### src/rtl/core/dht_single_wire_receiver_top_assert.svh
// Assertion macros for the single-wire sensor receiver.
`ifndef DHT_SINGLE_WIRE_RECEIVER_TOP_ASSERT_SVH
`define DHT_SINGLE_WIRE_RECEIVER_TOP_ASSERT_SVH

// A condition that must never hold while out of reset.
`define DHTSWR_ASSERT_NEVER(label, cond, msg) \
  label: assert property (@(posedge clk) disable iff (rst) !(cond)) else $error(msg);

// An antecedent that implies a consequent in the same cycle.
`define DHTSWR_ASSERT_IMPLY(label, ante, cons, msg) \
  label: assert property (@(posedge clk) disable iff (rst) (ante) |-> (cons)) else $error(msg);

// An antecedent that implies a consequent in the next cycle.
`define DHTSWR_ASSERT_NEXT(label, ante, cons, msg) \
  label: assert property (@(posedge clk) disable iff (rst) (ante) |=> (cons)) else $error(msg);

`endif

### src/rtl/core/dhtswr_pkg.sv
// Types and constants shared by the single-wire sensor receiver.
package dhtswr_pkg;

  localparam int FRAME_WINDOW    = 40;
  localparam int FIRST_DATA_EDGE = 4;
  localparam int HUM_LIMIT       = 1000;
  localparam int TEMP_LIMIT      = 1250;
  localparam int CFG_WIDTH       = 8;

  localparam logic       OP_START = 1'b0;
  localparam logic       OP_TICK  = 1'b1;

  localparam logic [1:0] STATUS_OK       = 2'd0;
  localparam logic [1:0] STATUS_SHORT    = 2'd1;
  localparam logic [1:0] STATUS_CHECKSUM = 2'd2;

  localparam logic       CFG_BIT_THRESHOLD = 1'b0;
  localparam logic       CFG_TIMEOUT_TICKS = 1'b1;

  localparam logic [CFG_WIDTH-1:0] BIT_THRESHOLD_RESET = 8'd16;
  localparam logic [CFG_WIDTH-1:0] TIMEOUT_TICKS_RESET = 8'd255;

  typedef struct packed {
    logic op;
    logic line_level;
  } in_word_t;

  typedef struct packed {
    logic [1:0]  status;
    logic [15:0] humidity_tenths;
    logic [15:0] temperature_tenths;
  } out_word_t;

  // A finished read: the first forty bits and whether all forty arrived.
  typedef struct packed {
    logic                    complete;
    logic [FRAME_WINDOW-1:0] bits;
  } frame_t;

  typedef struct packed {
    logic full;
    logic nonempty;
  } fifo_stat_t;

endpackage

### src/rtl/core/dhtswr_front.sv
// Front end: counts line levels per tick, decodes bits and emits finished frames.
module dhtswr_front import dhtswr_pkg::*; #(
  parameter int MAX_EDGES  = 85,
  parameter int FRAME_BITS = 40
) (
  input  logic                 clk,
  input  logic                 rst,
  input  logic                 accept,
  input  in_word_t             in_word,
  input  logic [CFG_WIDTH-1:0] bit_threshold,
  input  logic [CFG_WIDTH-1:0] timeout_ticks,
  output logic                 push,
  output frame_t               push_frame
);

  localparam int EW = $clog2(MAX_EDGES + 1);
  localparam int BW = $clog2(FRAME_BITS + 1);

  logic                    busy, busy_next;
  logic                    last_level, last_level_next;
  logic [7:0]              tick_count, tick_count_next;
  logic [EW-1:0]           edge_count, edge_count_next;
  logic [BW-1:0]           bit_count, bit_count_next;
  logic [FRAME_WINDOW-1:0] window, window_next;

  logic [8:0]    tick_inc;
  logic [EW-1:0] edge_inc;
  logic          data_edge;
  logic          bit_value;

  always_comb begin
    busy_next       = busy;
    last_level_next = last_level;
    tick_count_next = tick_count;
    edge_count_next = edge_count;
    bit_count_next  = bit_count;
    window_next     = window;
    push            = 1'b0;
    tick_inc        = {1'b0, tick_count} + 9'd1;
    edge_inc        = edge_count + EW'(1);
    data_edge       = (edge_count >= EW'(FIRST_DATA_EDGE)) && !edge_count[0]
                      && (bit_count < BW'(FRAME_BITS));
    bit_value       = tick_count > bit_threshold;
    if (accept) begin
      if (in_word.op == OP_START) begin
        busy_next       = 1'b1;
        last_level_next = 1'b1;
        tick_count_next = 8'd0;
        edge_count_next = '0;
        bit_count_next  = '0;
        window_next     = '0;
      end else if (busy) begin
        if (in_word.line_level == last_level) begin
          tick_count_next = tick_inc[7:0];
          // A wrap of the tick counter also ends the read.
          if (tick_inc[8] || (tick_inc[7:0] >= timeout_ticks)) begin
            push      = 1'b1;
            busy_next = 1'b0;
          end
        end else begin
          if (data_edge) begin
            bit_count_next = bit_count + BW'(1);
            // Only the first forty bits form the frame; later ones are only counted.
            if (7'(bit_count) < 7'(FRAME_WINDOW)) begin
              window_next = {window[FRAME_WINDOW-2:0], bit_value};
            end
          end
          edge_count_next = edge_inc;
          last_level_next = in_word.line_level;
          tick_count_next = 8'd0;
          if (edge_inc >= EW'(MAX_EDGES)) begin
            push      = 1'b1;
            busy_next = 1'b0;
          end
        end
      end
    end
    push_frame.complete = 7'(bit_count_next) >= 7'(FRAME_WINDOW);
    push_frame.bits     = window_next;
  end

  always_ff @(posedge clk) begin
    if (rst) begin
      busy       <= 1'b0;
      last_level <= 1'b1;
      tick_count <= 8'd0;
      edge_count <= '0;
      bit_count  <= '0;
    end else begin
      busy       <= busy_next;
      last_level <= last_level_next;
      tick_count <= tick_count_next;
      edge_count <= edge_count_next;
      bit_count  <= bit_count_next;
    end
  end

  always_ff @(posedge clk) begin
    window <= window_next;
  end

endmodule

### src/rtl/core/dhtswr_fifo.sv
// Two-entry queue of finished frames between the front and back ends.
module dhtswr_fifo import dhtswr_pkg::*; (
  input  logic       clk,
  input  logic       rst,
  input  logic       push,
  input  frame_t     push_frame,
  input  logic       pop,
  output frame_t     head,
  output fifo_stat_t stat
);

  frame_t     entries [2];
  logic       wr_ptr, rd_ptr;
  logic [1:0] count;

  assign head          = entries[rd_ptr];
  assign stat.full     = count == 2'd2;
  assign stat.nonempty = count != 2'd0;

  always_ff @(posedge clk) begin
    if (rst) begin
      wr_ptr <= 1'b0;
      rd_ptr <= 1'b0;
      count  <= 2'd0;
    end else begin
      if (push) begin
        wr_ptr <= ~wr_ptr;
      end
      if (pop) begin
        rd_ptr <= ~rd_ptr;
      end
      count <= count + {1'b0, push} - {1'b0, pop};
    end
  end

  always_ff @(posedge clk) begin
    if (push) begin
      entries[wr_ptr] <= push_frame;
    end
  end

endmodule

### src/rtl/core/dhtswr_back.sv
// Back end: checks the frame checksum, scales the readings and holds the result word.
module dhtswr_back import dhtswr_pkg::*; (
  input  logic      clk,
  input  logic      rst,
  input  logic      frame_valid,
  input  frame_t    frame,
  output logic      pop,
  output logic      out_valid,
  input  logic      out_stall,
  output out_word_t out_word
);

  logic [7:0]  b0, b1, b2, b3, b4;
  logic [7:0]  sum;
  logic [15:0] hum_raw, temp_raw;
  logic [15:0] hum_dht11, temp_dht11;
  out_word_t   result;

  always_comb begin
    b0         = frame.bits[39:32];
    b1         = frame.bits[31:24];
    b2         = frame.bits[23:16];
    b3         = frame.bits[15:8];
    b4         = frame.bits[7:0];
    sum        = b0 + b1 + b2 + b3;
    hum_raw    = {b0, b1};
    temp_raw   = {b2, b3};
    // Times ten as a sum of two shifts.
    hum_dht11  = {5'd0, b0, 3'd0} + {7'd0, b0, 1'b0};
    temp_dht11 = {5'd0, b2, 3'd0} + {7'd0, b2, 1'b0};
    result     = '0;
    if (!frame.complete) begin
      result.status = STATUS_SHORT;
    end else if (sum != b4) begin
      result.status = STATUS_CHECKSUM;
    end else begin
      result.status             = STATUS_OK;
      result.humidity_tenths    = (hum_raw > 16'(HUM_LIMIT)) ? hum_dht11 : hum_raw;
      result.temperature_tenths = (temp_raw > 16'(TEMP_LIMIT)) ? temp_dht11 : temp_raw;
    end
  end

  assign pop = frame_valid && (!out_valid || !out_stall);

  always_ff @(posedge clk) begin
    if (rst) begin
      out_valid <= 1'b0;
    end else if (!out_valid || !out_stall) begin
      out_valid <= frame_valid;
    end
  end

  always_ff @(posedge clk) begin
    if (pop) begin
      out_word <= result;
    end
  end

endmodule

### src/rtl/core/dht_single_wire_receiver_top.sv
// Single-wire sensor receiver: one line sample per cycle in, one reading per finished read.
// Throughput: one input word every cycle while in_stall is low; stall rises only while both queue entries are full.
// Path: a reading passes from the sample that ends the read through the queue into the result register.
// Synchronous active-high reset: idle, line assumed high, registers at 16 and 255, queue empty.
// The result register lets the front keep sampling while a reading waits to be taken.
module dht_single_wire_receiver_top import dhtswr_pkg::*; #(
  parameter int MAX_EDGES  = 85,
  parameter int FRAME_BITS = 40
) (
  input  logic                 clk,
  input  logic                 rst,
  input  logic                 in_valid,
  output logic                 in_stall,
  input  in_word_t             in_word,
  output logic                 out_valid,
  input  logic                 out_stall,
  output out_word_t            out_word,
  input  logic                 cfg_write,
  input  logic                 cfg_index,
  input  logic [CFG_WIDTH-1:0] cfg_data
);

  `include "dht_single_wire_receiver_top_assert.svh"

  logic [CFG_WIDTH-1:0] bit_threshold;
  logic [CFG_WIDTH-1:0] timeout_ticks;
  logic                 accept;
  logic                 push;
  logic                 pop;
  frame_t               push_frame;
  frame_t               head;
  fifo_stat_t           stat;

  always_ff @(posedge clk) begin
    if (rst) begin
      bit_threshold <= BIT_THRESHOLD_RESET;
      timeout_ticks <= TIMEOUT_TICKS_RESET;
    end else if (cfg_write) begin
      case (cfg_index)
        CFG_BIT_THRESHOLD: bit_threshold <= cfg_data;
        CFG_TIMEOUT_TICKS: timeout_ticks <= cfg_data;
        default:           bit_threshold <= bit_threshold;
      endcase
    end
  end

  assign in_stall = stat.full;
  assign accept   = in_valid && !in_stall;

  dhtswr_front #(
    .MAX_EDGES (MAX_EDGES),
    .FRAME_BITS(FRAME_BITS)
  ) u_front (
    .clk          (clk),
    .rst          (rst),
    .accept       (accept),
    .in_word      (in_word),
    .bit_threshold(bit_threshold),
    .timeout_ticks(timeout_ticks),
    .push         (push),
    .push_frame   (push_frame)
  );

  dhtswr_fifo u_fifo (
    .clk       (clk),
    .rst       (rst),
    .push      (push),
    .push_frame(push_frame),
    .pop       (pop),
    .head      (head),
    .stat      (stat)
  );

  dhtswr_back u_back (
    .clk        (clk),
    .rst        (rst),
    .frame_valid(stat.nonempty),
    .frame      (head),
    .pop        (pop),
    .out_valid  (out_valid),
    .out_stall  (out_stall),
    .out_word   (out_word)
  );

  `DHTSWR_ASSERT_NEVER(a_no_push_when_full, push && stat.full, "frame pushed into a full queue")
  `DHTSWR_ASSERT_IMPLY(a_failed_read_zero,
      out_valid && (out_word.status != STATUS_OK),
      (out_word.humidity_tenths == 16'd0) && (out_word.temperature_tenths == 16'd0),
      "failed read carries a nonzero reading")
  `DHTSWR_ASSERT_NEXT(a_pop_fills_output, pop, out_valid, "popped frame did not reach the output")

endmodule
### config.mk
export PLATFORM = sky130hd
export DESIGN_NAME = dht_single_wire_receiver_top
export DESIGN_NICKNAME = d
export VERILOG_FILES = /design/src/rtl/core/dhtswr_pkg.sv /design/src/rtl/core/dhtswr_front.sv /design/src/rtl/core/dhtswr_fifo.sv /design/src/rtl/core/dhtswr_back.sv /design/src/rtl/core/dht_single_wire_receiver_top.sv
export VERILOG_INCLUDE_DIRS = /design/src /design/src/rtl/core
export SDC_FILE = /design/constraint.sdc
export NUM_CORES = 1
export LEC_CHECK = 0
export BUFFER_PORTS_ARGS = -buffer_cell sky130_fd_sc_hd__buf_2
export CORE_UTILIZATION = 24
export DETAILED_ROUTE_END_ITERATION = 16
export SLEW_MARGIN = 20
export SYNTH_ARGS = -nofsm -noshare
export SYNTH_HDL_FRONTEND = slang
export SYNTH_SLANG_ARGS = --single-unit
### constraint.sdc
create_clock -name clk -period 10.8 [get_ports clk]
set_clock_uncertainty 0.05 [all_clocks]
set_input_delay 0.54 -clock clk [delete_from_list [all_inputs] [get_ports clk]]
set_output_delay 0.54 -clock clk [all_outputs]
set_load 0.03 [all_outputs]
==> impl_metrics.csv <==
group,metric,value,unit
logic_synthesis,async_reset_ff_share,0,%
setup_path,cpPeakStageDelay,0.90,ns
global_routing,antenna_found_initial,0,
setup_path,end_kind,"flop",
layout,nFillCells,4054,
setup_path,start_kind,"flop",
layout,final_cell_mix,"123 x nand2_1, 116 x edfxtp_1, 84 x dfxtp_1, 81 x a21oi_1, 56 x inv_1",
place,port_buffers,51,
logic_synthesis,ys_types,56,
run,drv_cap,0,
route,top_layer,"met4",
sta,slew_headroom,40.3,%
logic_synthesis,synth-main-ff-cell,"edfxtp_1",
clocking,clkSinkCount,201,
setup_path,path_buf_inv,3,
clocking,post-cts-setup-buffer-count,0,
place,placed_area,10400,um2
setup_path,crit_family,"adder cells",
place,hpwl,13.7,mm
clocking,cts_tree,"yes",
logic_synthesis,synth_top_area_cell,"edfxtp_1",
route,viasPerCell,4.37,
setup_path,cp.arrival,5.82,ns
layout,drive_above_1_share,13.5,%
floorplan,core.rowCount,72,
sta,setup_viol,0,
route,drtIter0Drc,362,
floorplan,core_area,38900,um2
logic_synthesis,synth_area,9550,um2
global_routing,gr-total-overflow,0,
hold_path,hold_path_class,"input pin to flop",
logic_synthesis,yosys.area.top_type_share,36.5,%
layout,insertedDiodeCount,0,
floorplan,ioPinCount,52,
logic_synthesis,ys_seq_elements,201,
sta,slew_violations,0,
power,power.density,271,nW/um2
floorplan,fp.dieArea,40600,um2
clocking,insertion_delay,0.52,ns
route,firstDrtPassIters,5,
floorplan,start_util,24.5,%
route,met3_length,1.05,mm
clocking,cts-root-buf,"clkbuf_16",
route,wirelength,19.7,mm
global_routing,grt_pass1_vias,6225,
route,wl_met2,8.68,mm
layout,seqCellArea,5190,um2
route,vias,6378,
clocking,htreeDepth,1,
layout,layout_commonest_cell,"nand2_1",
clocking,cts.repair.resized,0,
sta,fmax,180,MHz
power,leakagePower,4.19,nW
sta,rsz0062_at_grt,"false",
global_routing,grt_max_degree,52,
outcome,status,"finished, final reports clean",
logic_synthesis,synth_area_leaders,"edfxtp_1 36%, dfxtp_1 18%, ha_1 5.5%",
setup_path,critical_path_required,11.08,ns
setup_path,critical_path.most_common_cell,"fa_1",
clocking,cts_inserted_buffers,22,
layout,fin_nets,1000,
global_routing,grt_first_pass_wirelength,32.2,mm
floorplan,die_h,201,um
setup_path,critPathMaxFanout,51,
route,drc,0,
setup_path,criticalPathCategory,"flop to flop",
setup_path,crit_chain,"buf_4 > mux2_2 > inv_1 > fa_1 > inv_1 > fa_1 > ha_1 > fa_1 > a21o_1 > a21oi_1 > o21ai_0 > xnor3_1 > or4_1 > a211oi_1",
logic_synthesis,ys_seq_area_share,54.3,%
route,wl_met1,9.60,mm
floorplan,dieWidth,201,um
sta,min_period_over_period,51.3,%
sta,period_needed,5.54,ns
logic_synthesis,ys_warn_count,0,
clocking,clk_pin_slew,0.06,ns
clocking,cts_buffer_depth,3,
layout,area_growth,16.4,%
layout,multi_input_area,4040,um2
setup_path,critPathSlowestCell,"or4_1",
route,ant_nets,0,
global_routing,grt_util_all_layers,9.73,%
logic_synthesis,synth_area_per_cell,10.9,um2
layout,finalInstanceArea,11100,um2
sta,tightestPinTransition,0.896,ns
clocking,cts_hold_buf,0,
logic_synthesis,synth_edf_count,116,
place,gp_congestion,0.877,
logic_synthesis,synth_cells,874,
sta,tns,0,ns
route,routedWlPerCell,13.5,um
power,max-vdd-ir-drop,0.216,mV
sta,hold_viol,0,
## cells in the mapped netlist (10+ instances only)
cell type,number
xor2_1,17
ha_1,42
mux2_2,22
xnor2_1,26
a21oi_1,82
edfxtp_1,116
o21ai_0,21
nor2_1,44
nor3_1,10
inv_1,56
nand2_1,123
dfxtp_1,85
nand3_1,38
clkbuf_1,25
mux2i_1,30
fa_1,16
## layer usage
layer / track usage, % / vias up
li1: - / 3169
met4: 2.46 / 0
met3: 2.27 / 28
met2: 15.5 / 161
met5: 0 / -
met1: 13.2 / 3020
## cell type report
class,count,area share [%]
flip-flops and latches,201,46.7
multi-input cells,587,36.3
well taps,518,5.83
clock buffers,31,5.63
repair buffers,58,2.95
inverters,56,1.89
clock inverters,9,0.720
## flip-flops by register name (all words and copies together), names as in the netlist, 2 cells and up, named ones only
name	cells
u_front.bit_count	6
bit_threshold	8
u_back.out_word	34
u_front.window	40
u_fifo.entries	82
u_front.edge_count	7
u_fifo.count	2
timeout_ticks	8
u_front.tick_count	8
## path summary, 6_finish.rpt
kind	start	endpoint	slack [ns]	depth (start not counted)
worst max-delay path	flop	u_back.out_word[10]$_SDFFCE_PP0P_	5.26	14
worst min-delay path	cfg_data[4]	bit_threshold[4]$_SDFFE_PP1P_	0.23	3
worst max register to register	flop	u_back.out_word[10]$_SDFFCE_PP0P_	5.26	14
worst min register to register	bit_threshold[7]$_SDFFE_PP0P_	bit_threshold[7]$_SDFFE_PP0P_	0.41	2
## worst min-delay path, stage by stage
cell and delay [ns]:
buf_2 0.09, nand2_1 0.04, o211ai_1 0.07
## kinds of logic after synthesis
| kind of cell | Yosys count | synth area share (%) |
|---|---|---|
| adder cells (fa/ha/maj) | 58 | 8.86 |
| flip-flops | 201 | 54.3 |
| AO/OA/AOI/OAI | 156 | 9.90 |
| AND/OR/NAND/NOR | 269 | 12.9 |
| multiplexers | 52 | 5.74 |
| XOR/XNOR | 44 | 4.18 |
| other | 1 | 0.0393 |
| buffers and inverters | 93 | 4.08 |
## stage by stage
stage | power, mW | hold slack [ns] | util, % | std cells | setup slack, ns
after floorplan | 2.02 | 0.386 | - | 881 | 5.51
after global placement | 2.26 | 0.399 | 26.7 | 1419 | 5.35
after detailed placement | 2.30 | 0.402 | 26.8 | 1420 | 5.27
after CTS | 3.04 | 0.206 | 28.6 | 1460 | 5.26
after global routing | 3.22 | 0.218 | 28.6 | 1460 | 4.92
final | 3.01 | 0.231 | 28.6 | 1460 | 5.26
## power by group
group	switching, mW	internal (mW)	total (mW)
Combinational	0.788	0.590	1.38
Sequential	0.0179	0.884	0.902
Clock	0.300	0.430	0.730
Total	1.11	1.90	3.01
Power figures use the tool's default switching activity.
